## src/design/dldq_pkg.sv

```systemverilog
// ----------------------------------------------------------------------------
// dldq_pkg
// Shared sizes, codes and types of the delta-list delay queue.
// ----------------------------------------------------------------------------
`default_nettype none

package dldq_pkg;

	localparam int DEPTH       = 16;
	localparam int HANDLE_BITS = 16;
	localparam int DELTA_W     = 32;
	localparam int PTR_W       = $clog2(DEPTH);
	localparam int CNT_W       = $clog2(DEPTH + 1);
	localparam int KIND_W      = 2;
	localparam int RES_W       = 3;
	localparam int IN_DATA_W   = 48;

	typedef logic [PTR_W-1:0]       ptr_t;
	typedef logic [CNT_W-1:0]       cnt_t;
	typedef logic [DELTA_W-1:0]     delta_t;
	typedef logic [HANDLE_BITS-1:0] handle_t;

	typedef enum logic [KIND_W-1:0] {
		KIND_INSERT = 2'd0,
		KIND_TICK   = 2'd1,
		KIND_DRAIN  = 2'd2
	} in_kind_t;

	typedef enum logic [RES_W-1:0] {
		RES_ACCEPTED = 3'd0,
		RES_FULL     = 3'd1,
		RES_CLOSED   = 3'd2,
		RES_EXPIRED  = 3'd3,
		RES_DRAINED  = 3'd4
	} res_kind_t;

	typedef enum logic [3:0] {
		ST_IDLE,
		ST_DISP,
		ST_REPLY,
		ST_INS_WALK,
		ST_INS_END,
		ST_TK_HEAD,
		ST_TK_POP,
		ST_TK_FLUSH,
		ST_DRN
	} state_t;

	// one access set for both entry memories (same slot in each)
	typedef struct packed {
		logic    rd_en;
		ptr_t    rd_addr;
		logic    wr_en;
		ptr_t    wr_addr;
		delta_t  wr_delta;
		handle_t wr_handle;
	} mem_req_t;

	// list position to memory slot, circular from the head slot
	function automatic ptr_t slot(input ptr_t head, input ptr_t off);
		logic [PTR_W:0] sum;
		sum = {1'b0, head} + {1'b0, off};
		if (sum >= (PTR_W+1)'(DEPTH))
			sum = sum - (PTR_W+1)'(DEPTH);
		return sum[PTR_W-1:0];
	endfunction

endpackage

`default_nettype wire

```

## src/design/dldq_ram.sv

```systemverilog
// ----------------------------------------------------------------------------
// dldq_ram
// Generic single-write, single-read RAM with registered read data.
// ----------------------------------------------------------------------------
`default_nettype none

module dldq_ram #(
	parameter int WIDTH = 32,
	parameter int DEPTH = 16
) (
	input  wire logic                     clk,
	input  wire logic                     wr_en,
	input  wire logic [$clog2(DEPTH)-1:0] wr_addr,
	input  wire logic [WIDTH-1:0]         wr_data,
	input  wire logic                     rd_en,
	input  wire logic [$clog2(DEPTH)-1:0] rd_addr,
	output logic      [WIDTH-1:0]         rd_data
);

	logic [WIDTH-1:0] mem [DEPTH];

	always_ff @(posedge clk) begin
		if (wr_en)
			mem[wr_addr] <= wr_data;
	end

	// read data holds until the next read
	always_ff @(posedge clk) begin
		if (rd_en)
			rd_data <= mem[rd_addr];
	end

endmodule

`default_nettype wire

```

## src/design/dldq_ctrl.sv

```systemverilog
// ----------------------------------------------------------------------------
// dldq_ctrl
// Sequencer of the delay queue: walks the delta list held in the entry
// memories for inserts, ticks and drains, and owns the result register.
// ----------------------------------------------------------------------------
`default_nettype none

module dldq_ctrl (
	input  wire logic                        clk,
	input  wire logic                        arst_n,
	input  wire logic                        in_valid,
	output logic                             in_ready,
	input  wire logic [dldq_pkg::KIND_W-1:0] in_kind,
	input  wire dldq_pkg::handle_t           in_handle,
	input  wire dldq_pkg::delta_t            in_delay,
	output logic                             out_valid,
	input  wire logic                        out_ready,
	output dldq_pkg::res_kind_t              out_kind,
	output dldq_pkg::handle_t                out_handle,
	output logic                             out_last,
	output dldq_pkg::mem_req_t               mem_req,
	input  wire dldq_pkg::delta_t            rd_delta,
	input  wire dldq_pkg::handle_t           rd_handle
);

	import dldq_pkg::*;

	state_t    state_q, state_d;
	logic [KIND_W-1:0] kind_q;
	handle_t   handle_q;
	delta_t    rem_q;
	ptr_t      head_q;
	cnt_t      count_q;
	logic      accepting_q;
	ptr_t      j_q;
	logic      searching_q;
	delta_t    carry_d_q;
	handle_t   carry_h_q;
	handle_t   pend_h_q;
	res_kind_t reply_q;

	logic      m_valid_q;
	res_kind_t m_kind_q;
	handle_t   m_handle_q;
	logic      m_last_q;

	logic      out_free;
	logic      j_last;
	logic      ins_ge;
	logic      d_zero;
	logic      d_big;
	logic      one_left;
	logic      is_full;
	logic      emit;
	res_kind_t emit_kind;
	handle_t   emit_handle;
	logic      emit_last;

	assign out_free = !m_valid_q || out_ready;
	assign j_last   = (CNT_W'(j_q) == count_q - CNT_W'(1));
	assign ins_ge   = (rem_q >= rd_delta);
	assign d_zero   = (rd_delta == '0);
	assign d_big    = (rd_delta > DELTA_W'(1));
	assign one_left = (count_q == CNT_W'(1));
	assign is_full  = (count_q == CNT_W'(DEPTH));
	assign in_ready = (state_q == ST_IDLE);

	// next state
	always_comb begin
		state_d = state_q;
		case (state_q)
			ST_IDLE: begin
				if (in_valid)
					state_d = ST_DISP;
			end
			ST_DISP: begin
				case (kind_q)
					KIND_INSERT: begin
						if (!accepting_q || is_full)
							state_d = ST_REPLY;
						else if (count_q == '0)
							state_d = ST_INS_END;
						else
							state_d = ST_INS_WALK;
					end
					KIND_TICK: begin
						state_d = (accepting_q && count_q != '0) ? ST_TK_HEAD : ST_IDLE;
					end
					KIND_DRAIN: begin
						state_d = (accepting_q && count_q != '0) ? ST_DRN : ST_IDLE;
					end
					default: state_d = ST_IDLE;
				endcase
			end
			ST_INS_WALK: begin
				if (j_last)
					state_d = ST_INS_END;
			end
			ST_INS_END, ST_REPLY, ST_TK_FLUSH: begin
				if (out_free)
					state_d = ST_IDLE;
			end
			ST_TK_HEAD: begin
				if (d_big)
					state_d = ST_IDLE;
				else if (one_left)
					state_d = ST_TK_FLUSH;
				else
					state_d = ST_TK_POP;
			end
			ST_TK_POP: begin
				if (out_free) begin
					if (!d_zero)
						state_d = ST_IDLE;
					else if (one_left)
						state_d = ST_TK_FLUSH;
				end
			end
			ST_DRN: begin
				if (out_free && j_last)
					state_d = ST_IDLE;
			end
			default: state_d = ST_IDLE;
		endcase
	end

	// memory accesses and result emission
	always_comb begin
		mem_req     = '0;
		emit        = 1'b0;
		emit_kind   = RES_ACCEPTED;
		emit_handle = '0;
		emit_last   = 1'b0;
		case (state_q)
			ST_DISP: begin
				mem_req.rd_addr = head_q;
				case (kind_q)
					KIND_INSERT: mem_req.rd_en = accepting_q && !is_full && count_q != '0;
					KIND_TICK, KIND_DRAIN: mem_req.rd_en = accepting_q && count_q != '0;
					default: mem_req.rd_en = 1'b0;
				endcase
			end
			ST_INS_WALK: begin
				// read one ahead while the current entry is placed or shifted
				mem_req.rd_en   = 1'b1;
				mem_req.rd_addr = slot(head_q, j_q + PTR_W'(1));
				mem_req.wr_en   = !(searching_q && ins_ge);
				mem_req.wr_addr = slot(head_q, j_q);
				if (searching_q) begin
					mem_req.wr_delta  = rem_q;
					mem_req.wr_handle = handle_q;
				end else begin
					mem_req.wr_delta  = carry_d_q;
					mem_req.wr_handle = carry_h_q;
				end
			end
			ST_INS_END: begin
				mem_req.wr_en   = out_free;
				mem_req.wr_addr = slot(head_q, count_q[PTR_W-1:0]);
				if (searching_q) begin
					mem_req.wr_delta  = rem_q;
					mem_req.wr_handle = handle_q;
				end else begin
					mem_req.wr_delta  = carry_d_q;
					mem_req.wr_handle = carry_h_q;
				end
				emit      = out_free;
				emit_kind = RES_ACCEPTED;
				emit_last = 1'b1;
			end
			ST_REPLY: begin
				emit      = out_free;
				emit_kind = reply_q;
				emit_last = 1'b1;
			end
			ST_TK_HEAD: begin
				mem_req.wr_en     = d_big;
				mem_req.wr_addr   = head_q;
				mem_req.wr_delta  = rd_delta - DELTA_W'(1);
				mem_req.wr_handle = rd_handle;
				mem_req.rd_en     = !d_big && !one_left;
				mem_req.rd_addr   = slot(head_q, PTR_W'(1));
			end
			ST_TK_POP: begin
				// the previous expiry is last unless the new head is also due
				emit            = out_free;
				emit_kind       = RES_EXPIRED;
				emit_handle     = pend_h_q;
				emit_last       = !d_zero;
				mem_req.rd_en   = out_free && d_zero && !one_left;
				mem_req.rd_addr = slot(head_q, PTR_W'(1));
			end
			ST_TK_FLUSH: begin
				emit        = out_free;
				emit_kind   = RES_EXPIRED;
				emit_handle = pend_h_q;
				emit_last   = 1'b1;
			end
			ST_DRN: begin
				emit            = out_free;
				emit_kind       = RES_DRAINED;
				emit_handle     = rd_handle;
				emit_last       = j_last;
				mem_req.rd_en   = out_free && !j_last;
				mem_req.rd_addr = slot(head_q, j_q + PTR_W'(1));
			end
			default: ;
		endcase
	end

	// control state
	always_ff @(posedge clk or negedge arst_n) begin
		if (!arst_n) begin
			state_q     <= ST_IDLE;
			head_q      <= '0;
			count_q     <= '0;
			accepting_q <= 1'b1;
			m_valid_q   <= 1'b0;
		end else begin
			state_q <= state_d;
			if (emit)
				m_valid_q <= 1'b1;
			else if (out_ready)
				m_valid_q <= 1'b0;
			case (state_q)
				ST_DISP: begin
					if (kind_q == KIND_DRAIN)
						accepting_q <= 1'b0;
				end
				ST_INS_END: begin
					if (out_free)
						count_q <= count_q + CNT_W'(1);
				end
				ST_TK_HEAD: begin
					if (!d_big) begin
						head_q  <= slot(head_q, PTR_W'(1));
						count_q <= count_q - CNT_W'(1);
					end
				end
				ST_TK_POP: begin
					if (out_free && d_zero) begin
						head_q  <= slot(head_q, PTR_W'(1));
						count_q <= count_q - CNT_W'(1);
					end
				end
				ST_DRN: begin
					if (out_free && j_last)
						count_q <= '0;
				end
				default: ;
			endcase
		end
	end

	// working registers and result payload
	always_ff @(posedge clk) begin
		if (emit) begin
			m_kind_q   <= emit_kind;
			m_handle_q <= emit_handle;
			m_last_q   <= emit_last;
		end
		case (state_q)
			ST_IDLE: begin
				if (in_valid) begin
					kind_q      <= in_kind;
					handle_q    <= in_handle;
					rem_q       <= in_delay;
					j_q         <= '0;
					searching_q <= 1'b1;
				end
			end
			ST_DISP: begin
				reply_q <= accepting_q ? RES_FULL : RES_CLOSED;
			end
			ST_INS_WALK: begin
				j_q <= j_q + PTR_W'(1);
				if (searching_q && ins_ge) begin
					rem_q <= rem_q - rd_delta;
				end else if (searching_q) begin
					searching_q <= 1'b0;
					carry_d_q   <= rd_delta - rem_q;
					carry_h_q   <= rd_handle;
				end else begin
					carry_d_q <= rd_delta;
					carry_h_q <= rd_handle;
				end
			end
			ST_TK_HEAD: begin
				pend_h_q <= rd_handle;
			end
			ST_TK_POP: begin
				if (out_free && d_zero)
					pend_h_q <= rd_handle;
			end
			ST_DRN: begin
				if (out_free)
					j_q <= j_q + PTR_W'(1);
			end
			default: ;
		endcase
	end

	assign out_valid  = m_valid_q;
	assign out_kind   = m_kind_q;
	assign out_handle = m_handle_q;
	assign out_last   = m_last_q;

endmodule

`default_nettype wire

```

## src/design/delta_list_delay_queue_top.sv

```systemverilog
// ----------------------------------------------------------------------------
// delta_list_delay_queue_top
// Delay queue kept as an ordered delta list in two entry memories.
// ----------------------------------------------------------------------------
//  channel | dir | tdata                          | tuser            | tlast
//  s_      | in  | [15:0] handle, [47:16] delay_ms | [1:0] kind       | -
//  m_      | out | [15:0] handle_res              | [2:0] result_kind | last
//
//  Insert: one list entry per cycle over the held entries (bound by the
//  single memory read port), then the result is placed.
//  Tick: lowers the head delta, or expires the head and each following
//  zero-delta entry. Drain: returns every entry. Refused inserts reply.
//  A stalled result register holds the sequencer; the memories need no
//  clearing after reset, the block is ready at once.
// ----------------------------------------------------------------------------
`default_nettype none

module delta_list_delay_queue_top (
	input  wire logic        clk,
	input  wire logic        arst_n,
	input  wire logic        s_tvalid,
	output logic             s_tready,
	input  wire logic [47:0] s_tdata,  // [15:0] handle, [47:16] delay_ms
	input  wire logic [1:0]  s_tuser,  // [1:0] kind
	output logic             m_tvalid,
	input  wire logic        m_tready,
	output logic [15:0]      m_tdata,  // [15:0] handle_res
	output logic [2:0]       m_tuser,  // [2:0] result_kind
	output logic             m_tlast
);

	import dldq_pkg::*;

	mem_req_t  mem_req;
	delta_t    rd_delta;
	handle_t   rd_handle;
	res_kind_t out_kind;

	dldq_ctrl u_ctrl (
		.clk        (clk),
		.arst_n     (arst_n),
		.in_valid   (s_tvalid),
		.in_ready   (s_tready),
		.in_kind    (s_tuser),
		.in_handle  (s_tdata[HANDLE_BITS-1:0]),
		.in_delay   (s_tdata[IN_DATA_W-1:16]),
		.out_valid  (m_tvalid),
		.out_ready  (m_tready),
		.out_kind   (out_kind),
		.out_handle (m_tdata),
		.out_last   (m_tlast),
		.mem_req    (mem_req),
		.rd_delta   (rd_delta),
		.rd_handle  (rd_handle)
	);

	assign m_tuser = out_kind;

	dldq_ram #(
		.WIDTH (DELTA_W),
		.DEPTH (DEPTH)
	) u_delta_ram (
		.clk     (clk),
		.wr_en   (mem_req.wr_en),
		.wr_addr (mem_req.wr_addr),
		.wr_data (mem_req.wr_delta),
		.rd_en   (mem_req.rd_en),
		.rd_addr (mem_req.rd_addr),
		.rd_data (rd_delta)
	);

	dldq_ram #(
		.WIDTH (HANDLE_BITS),
		.DEPTH (DEPTH)
	) u_handle_ram (
		.clk     (clk),
		.wr_en   (mem_req.wr_en),
		.wr_addr (mem_req.wr_addr),
		.wr_data (mem_req.wr_handle),
		.rd_en   (mem_req.rd_en),
		.rd_addr (mem_req.rd_addr),
		.rd_data (rd_handle)
	);

endmodule

`default_nettype wire
```

## config.mk

```make
export PLATFORM = sky130hd
export DESIGN_NAME = delta_list_delay_queue_top
export DESIGN_NICKNAME = d
export VERILOG_FILES = /design/src/design/dldq_pkg.sv /design/src/design/dldq_ram.sv /design/src/design/dldq_ctrl.sv /design/src/design/delta_list_delay_queue_top.sv
export SDC_FILE = /design/constraint.sdc
export NUM_CORES = 1
export LEC_CHECK = 0
export ABC_AREA = 1
export BUFFER_PORTS_ARGS = -buffer_cell sky130_fd_sc_hd__buf_2
export CORE_ASPECT_RATIO = 1.5
export CORE_MARGIN = 5
export CORE_UTILIZATION = 60
export DETAILED_ROUTE_END_ITERATION = 8
export HOLD_SLACK_MARGIN = 0.08
export PLACE_DENSITY = 0.83
export SYNTH_ARGS = -nofsm -noshare
export SYNTH_HDL_FRONTEND = slang
export SYNTH_SLANG_ARGS = --single-unit
export TNS_END_PERCENT = 5
```

## constraint.sdc

```tcl
create_clock -name clk -period 8.2 [get_ports clk]
set_input_delay 0.82 -clock clk [delete_from_list [all_inputs] [get_ports clk]]
set_output_delay 0.82 -clock clk [all_outputs]
set_load 0.05 [all_outputs]
```

==> impl_metrics.env, run 1 <==
export IMPL_status="finished clean"
export IMPL_avgRoutedWirePerCell_um=21.9
export IMPL_busiest_layer="met2"
export IMPL_core_area_um2=77400
export IMPL_ys_async_sr_fraction_pct=1.54
export IMPL_ctsRootBufferMaster="clkbuf_16"
export IMPL_diodes=0
export IMPL_netlist_instances=4724
export IMPL_synth_area_per_cell_um2=9.89
export IMPL_finalHoldViolCount=0
export IMPL_cts_buffers=89
export IMPL_crit_fanout=161
export IMPL_critPathArrivalTime_ns=5.79
export IMPL_drc=0
export IMPL_first_iter_violations=4873
export IMPL_cts_clk_slew_worst_paths_ns=0.07
export IMPL_cts_tree="yes"
export IMPL_num_fill_cells=5592
export IMPL_clk_latency_ns=0.68
export IMPL_grt_ovfl_total=0
export IMPL_synth_edf_count=957
export IMPL_die_w_um=238
export IMPL_ys_seq_area_share_pct=62.3
export IMPL_grtUsageMet3_pct=4.14
export IMPL_final_util_pct=66.0
export IMPL_h_tree_depth=3
export IMPL_yosys_warnings=0
export IMPL_fin_crit_ns=5.38
export IMPL_grt_max_degree=206
export IMPL_num_io_pins=76
export IMPL_hpwlAfterDp_mm=73.6
export IMPL_p_leak_nw=22.0
export IMPL_grt_pass1_wl_mm=193
export IMPL_p_per_area_nw_per_um2=270
export IMPL_worstPathRequired_ns=8.61
export IMPL_worstMarginPinSlew_ns=1.28
export IMPL_crit_type="reg -> reg"
export IMPL_syn_cell_area_um2=46700
export IMPL_place_congestion=0.977
export IMPL_cts_hold_buf=1
export IMPL_yosysUniqueCellTypes=44
export IMPL_routed_wl_mm=127
export IMPL_slew_headroom_pct=14.5
export IMPL_grtUsageMet2_pct=50.9
export IMPL_ys_seq_elements=972
export IMPL_tns_ns=0
export IMPL_area_delta_synth_final_pct=9.38
export IMPL_die_area_um2=83600
export IMPL_drive_gt1_share_pct=6.96
export IMPL_first_global_vias=34500
export IMPL_vdd_drop_max_v=0.000175
export IMPL_clockBufferDepth=3
export IMPL_synth_ff_type="edfxtp_1"
export IMPL_cp_end_kind="flip-flop"
export IMPL_viasPerCell=6.07
export IMPL_start_kind="flip-flop"
export IMPL_syn_nets=4864
export IMPL_die_h_um=352
export IMPL_cap_violations=0
export IMPL_cts_setup_buffers=0
export IMPL_grt_total_usage_pct=29.8
export IMPL_initial_utilization_pct=60.3
export IMPL_grt_use_met1_pct=36.4
export IMPL_skew_ns=0.0365
export IMPL_hp_class="in -> reg"
export IMPL_mostFrequentLayoutCells="nand2_1, edfxtp_1, nand3_1"
export IMPL_setup_viol=0
export IMPL_slew_violations=0
export IMPL_rsz0062_at_grt="no"
export IMPL_firstDrtPassIters=6
export IMPL_post_cts_resized=0
export IMPL_dr_total_vias=35300
export IMPL_clock_sinks=972
export IMPL_layout_commonest_cell="nand2_1"
export IMPL_io_buffers=75
export IMPL_fp_row_count=125
export IMPL_antenna_found_initial=0
export IMPL_ant_nets=0
export IMPL_fmax_ghz=0.186
export IMPL_final_period_utilization_pct=65.6
export IMPL_nets=4870
==> metal layers <==
layer,vias to the layer above,share of wire [%],wire [µm]
met2,2167,49,62900
met4,0,6.1,7800
met1,16600,35,44200
li1,16000,-,-
met5,-,0,0
met3,466,9.8,12400
==> sequential cells by signal, summed over array words and instances, names as in the netlist, 2 cells and up <==
register and flops:
u_ctrl.carry_d_q 32, u_ctrl.carry_h_q 16, u_handle_ram.rd_data 16, u_ctrl.out_kind 3, u_delta_ram.rd_data 32, u_ctrl.reply_q 2
u_ctrl.state_q 4, u_delta_ram.mem 512, u_ctrl.j_q 4, u_ctrl.count_q 5, u_handle_ram.mem 256, u_ctrl.handle_q 16
u_ctrl.rem_q 32, u_ctrl.out_handle 16, u_ctrl.pend_h_q 16, u_ctrl.head_q 4, u_ctrl.kind_q 2
==> metrics by stage <==
stage | area (µm²) | total power [mW] | worst slack (ns) | hold WS [ns] | cells
after global placement | 48100 | 9.55 | 3.31 | 0.471 | 5653
after global routing | 51100 | 14.4 | 2.60 | 0.295 | 5814
after floorplan | 46700 | 8.41 | 3.46 | 0.445 | 4724
after CTS | 51100 | 13.7 | 3.05 | 0.281 | 5813
final | 51100 | 13.8 | 2.82 | 0.309 | 5814
after detailed placement | 48100 | 9.59 | 3.12 | 0.475 | 5653
==> final cells by class <==
class / instances / area, µm² / share of cell area, %
clock buffers: 108 / 2320 / 4.54
clock inverters: 51 / 594 / 1.16
inverters: 429 / 1620 / 3.17
multi-input cells: 3080 / 15100 / 29.6
flip-flops and latches: 972 / 29100 / 57.0
well taps: 1016 / 1270 / 2.49
repair buffers: 158 / 1040 / 2.04
==> Yosys cell counts (4+ instances only) <==
cell | number | share of area (%)
nand4_1 | 13 | 0.17
edfxtp_1 | 957 | 62
clkbuf_1 | 115 | 0.92
a21oi_1 | 113 | 1.2
nand3_1 | 681 | 7.3
nor2_1 | 190 | 1.5
fa_1 | 4 | 0.17
o21ai_0 | 197 | 2.1
nor3_1 | 9 | 0.096
xor2_1 | 37 | 0.69
inv_1 | 422 | 3.4
a21o_1 | 10 | 0.16
o22ai_1 | 14 | 0.19
ha_1 | 82 | 2.2
a31oi_1 | 6 | 0.080
o32ai_1 | 18 | 0.34
inv_2 | 6 | 0.048
dfrtp_1 | 14 | 0.75
o21a_1 | 6 | 0.096
or2_2 | 10 | 0.13
buf_1 | 17 | 0.14
buf_2 | 108 | 1.2
o211ai_1 | 4 | 0.064
nand3b_1 | 195 | 3.1
o21bai_1 | 4 | 0.064
nand2_1 | 1457 | 12
nand2_2 | 4 | 0.054
==> cell families (layout without fill, tap and decap cells) <==
group	Yosys count	after routing	share of synthesized area [%]
flops	972	972	62.3
compound gates	383	383	4.50
simple gates	2572	2572	24.3
fa+ha+maj	86	86	2.37
buf+inv	672	746	5.72
xor+xnor	39	39	0.731
==> critical path, cell delays in order, from the launching register on <==
cell and delay, ns:
dfrtp_1 0.73, nor2_1 0.32, nand3_1 0.65, nand2_2 0.46
nand2_8 0.41, nand2_8 0.84, buf_4 0.79, nand2_1 0.17
nand3_1 0.14, nand2_1 0.07, nand2_1 0.06, nand2_1 0.05
nand2_1 0.05, nand2_1 0.05
==> path summary, 6_finish.rpt <==
kind,depth (start not counted),endpoint,from,slack [ns]
min in group asynchronous,2,u_ctrl.out_valid$_DFFE_PN0P_,arst_n,0.60
max in group asynchronous,2,u_ctrl.accepting_q$_DFFE_PN1P_,arst_n,7.29
hold / removal,1,u_ctrl.handle_q[6]$_DFFE_PP_,s_tdata[6],0.31
setup / recovery,13,u_delta_ram.rd_data[18]$_DFFE_PP_,u_ctrl.state_q[1]$_DFFE_PN0P_,2.82
hold reg to reg,0,u_ctrl.pend_h_q[5]$_DFFE_PP_,u_handle_ram.rd_data[5]$_DFFE_PP_,0.48
setup reg to reg,13,u_delta_ram.rd_data[18]$_DFFE_PP_,u_ctrl.state_q[1]$_DFFE_PN0P_,2.82
==> report_power, final <==
group | internal (mW) | switching (mW)
Combinational | 1.01 | 2.73
Sequential | 5.66 | 0.221
Clock | 2.30 | 1.87
(Power assumes the default switching activity.)
==> run 2: changes to the inputs <==
--- a/config.mk
+++ b/config.mk
@@ -9,10 +9,10 @@
 export BUFFER_PORTS_ARGS = -buffer_cell sky130_fd_sc_hd__buf_2
 export CORE_ASPECT_RATIO = 1.5
 export CORE_MARGIN = 5
-export CORE_UTILIZATION = 60
+export CORE_UTILIZATION = 57
 export DETAILED_ROUTE_END_ITERATION = 8
 export HOLD_SLACK_MARGIN = 0.08
-export PLACE_DENSITY = 0.83
+export PLACE_DENSITY = 0.82
 export SYNTH_ARGS = -nofsm -noshare
 export SYNTH_HDL_FRONTEND = slang
 export SYNTH_SLANG_ARGS = --single-unit
==> constraint.sdc (replaced) <==
create_clock -name clk -period 4.93 [get_ports clk]
set_input_delay 0.493 -clock clk [delete_from_list [all_inputs] [get_ports clk]]
set_output_delay 0.493 -clock clk [all_outputs]
set_load 0.05 [all_outputs]
==> impl_metrics.env, run 2 (same netlist as run 1, synthesis figures left out) <==
export IMPL_status="finished clean"
export IMPL_fp_row_count=128
export IMPL_r2r_slack_ns=0.45
export IMPL_p_per_area_nw_per_um2=456
export IMPL_crit_fanout=33
export IMPL_cts_buffers=89
export IMPL_slew_violations=0
export IMPL_worstPathRequired_ns=5.20
export IMPL_firstDrtPassIters=6
export IMPL_whs_ns=0.117
export IMPL_grtUsageMet2_pct=53.4
export IMPL_clkPwrFrac_pct=30.4
export IMPL_layout_commonest_cell="nand2_1"
export IMPL_regMostFlops="u_delta_ram.mem"
export IMPL_avgRoutedWirePerCell_um=23.4
export IMPL_place_area_um2=48700
export IMPL_area_delta_synth_final_pct=11.2
export IMPL_h_tree_depth=3
export IMPL_num_io_pins=76
export IMPL_clock_sinks=972
export IMPL_grt_pass1_wl_mm=208
export IMPL_hp_class="in -> reg"
export IMPL_pre_cts_slack_ns=0.578
export IMPL_busiest_layer="met2"
export IMPL_reg_largest_list="u_delta_ram.mem (512), u_handle_ram.mem (256)"
export IMPL_die_w_um=244
export IMPL_final_period_utilization_pct=90.9
export IMPL_fin_crit_ns=4.48
export IMPL_ctsRootBufferMaster="clkbuf_16"
export IMPL_seqPwrFrac_pct=40.9
export IMPL_initial_utilization_pct=57.5
export IMPL_die_h_um=361
export IMPL_fmax_ghz=0.223
export IMPL_die_area_um2=87900
export IMPL_cp_end_kind="flip-flop"
export IMPL_grt_use_met1_pct=35.4
export IMPL_rsz0062_at_grt="no"
export IMPL_tns_ns=0
export IMPL_antenna_found_initial=2
export IMPL_cts_setup_buffers=0
export IMPL_clockBufferDepth=3
export IMPL_skew_ns=0.0398
export IMPL_num_fill_cells=6039
export IMPL_grt_max_degree=191
export IMPL_viasPerCell=6.09
export IMPL_place_inst=5720
export IMPL_diodes=0
export IMPL_routed_wl_mm=138
export IMPL_setup_viol=0
export IMPL_clk_latency_ns=0.67
export IMPL_worstMarginPinSlew_ns=1.33
export IMPL_first_global_vias=35700
export IMPL_seqCellArea_um2=29100
export IMPL_worst_slack_ns=0.450
export IMPL_multi_input_area_um2=15100
export IMPL_io_buffers=75
export IMPL_drive_gt1_share_pct=8.00
export IMPL_dr_total_vias=35900
export IMPL_final_util_pct=64.0
export IMPL_place_congestion=1.00
export IMPL_mostFrequentLayoutCells="nand2_1, edfxtp_1, nand3_1"
export IMPL_p_leak_nw=22.4
export IMPL_grtUsageMet3_pct=5.04
export IMPL_cts_clk_slew_worst_paths_ns=0.07
export IMPL_power_switching_mw=8.38
export IMPL_hpwlAfterDp_mm=85.5
export IMPL_largest_reg_flops=512
export IMPL_cap_violations=0
export IMPL_crit_type="reg -> reg"
export IMPL_grt_total_usage_pct=30.7
export IMPL_cts_tree="yes"
export IMPL_first_iter_violations=4557
export IMPL_vdd_drop_max_v=0.000419
export IMPL_switching_share_pct=35.4
export IMPL_start_kind="flip-flop"
export IMPL_ant_nets=0
export IMPL_finalNonFillerCells=5902
export IMPL_postLayoutCellArea_um2=51900
export IMPL_slew_headroom_pct=11.1
export IMPL_combPwrFrac_pct=28.8
export IMPL_p_total_mw=23.7
export IMPL_core_area_um2=81200
export IMPL_drc=0
export IMPL_grt_ovfl_total=0
export IMPL_nets=4930
export IMPL_finalHoldViolCount=0
export IMPL_critPathArrivalTime_ns=4.75
export IMPL_internal_power_mw=15.3
-- run 2: changes by cell type in the layout (fill, tap and decap cells not counted), moves of 2 or more --
cell           previous run  this run
clkbuf_1                 18        14
bufinv_16                 8        12
clkbuf_16                90        92
clkinv_1                 19        15
inv_16                    2         0
o21ai_0                 193       196
buf_4                    78       102
clkinv_8                  0         2
clkinv_16                 4         1
o21ai_1                   7         4
buf_12                    3        22
dlygate4sd3_1             1        19
clkinvlp_4                2         4
clkinv_2                 10        16
-- run 2: power by group through the flow --
stage | logic (mW) | clock network, mW | registers, mW
floorplan | 4.06 | 0 | 9.92
global placement | 6.54 | 0 | 9.81
detailed placement | 6.59 | 0 | 9.83
CTS | 6.68 | 7.23 | 9.66
global route | 7.33 | 7.60 | 9.69
finish | 6.81 | 7.20 | 9.68
-- run 2: final timing paths --
kind,startpoint,cells after the start,to
max in group asynchronous,arst_n,2,u_ctrl.accepting_q$_DFFE_PN1P_
min,s_tdata[28],3,u_ctrl.rem_q[12]$_DFFE_PP_
min in group asynchronous,arst_n,2,u_ctrl.count_q[4]$_DFFE_PN0P_
max,u_delta_ram.rd_data[29]$_DFFE_PP_,13,u_delta_ram.mem[13][19]$_DFFE_PP_
max reg2reg,u_delta_ram.rd_data[29]$_DFFE_PP_,13,u_delta_ram.mem[13][19]$_DFFE_PP_
min reg2reg,u_handle_ram.rd_data[3]$_DFFE_PP_,0,u_ctrl.pend_h_q[3]$_DFFE_PP_
-- run 2: repair_timing --
item | 4_1_cts | 5_1_grt
hold buffers | 19 | 0
endpoints found under the setup margin | 0 | 0
gates resized for setup | 0 | 0
hold endpoints to repair | 33 | 0
-- run 2: layout make-up --
class	instances	area share [%]
timing repair buffer	218	3.41
sequential	972	56.0
clock inverter	57	1.27
tap	1040	2.51
inverter	429	3.11
clock buffer	106	4.53
multi-input combinational	3080	29.1
-- run 2: routing by layer --
layer  part of all wire, %  vias to the layer above
li1                      -                    16200
met1                    34                    17100
met2                    51                     2197
met3                   8.6                      544
met4                   7.0                        4
met5                 0.020                        -
-- run 2: critical path, cell delays in order (launching register included) --
cell and delay [ns]:
edfxtp_1 0.45, inv_1 0.09, ha_1 0.44, a21o_1 0.25
a21boi_0 0.19, nand2_1 0.14, a21oi_1 0.32, nand2_1 0.20
nand2_1 0.10, nand2_1 0.10, nand2_1 0.21, nand2_1 0.29
nor2_4 0.60, buf_4 0.65
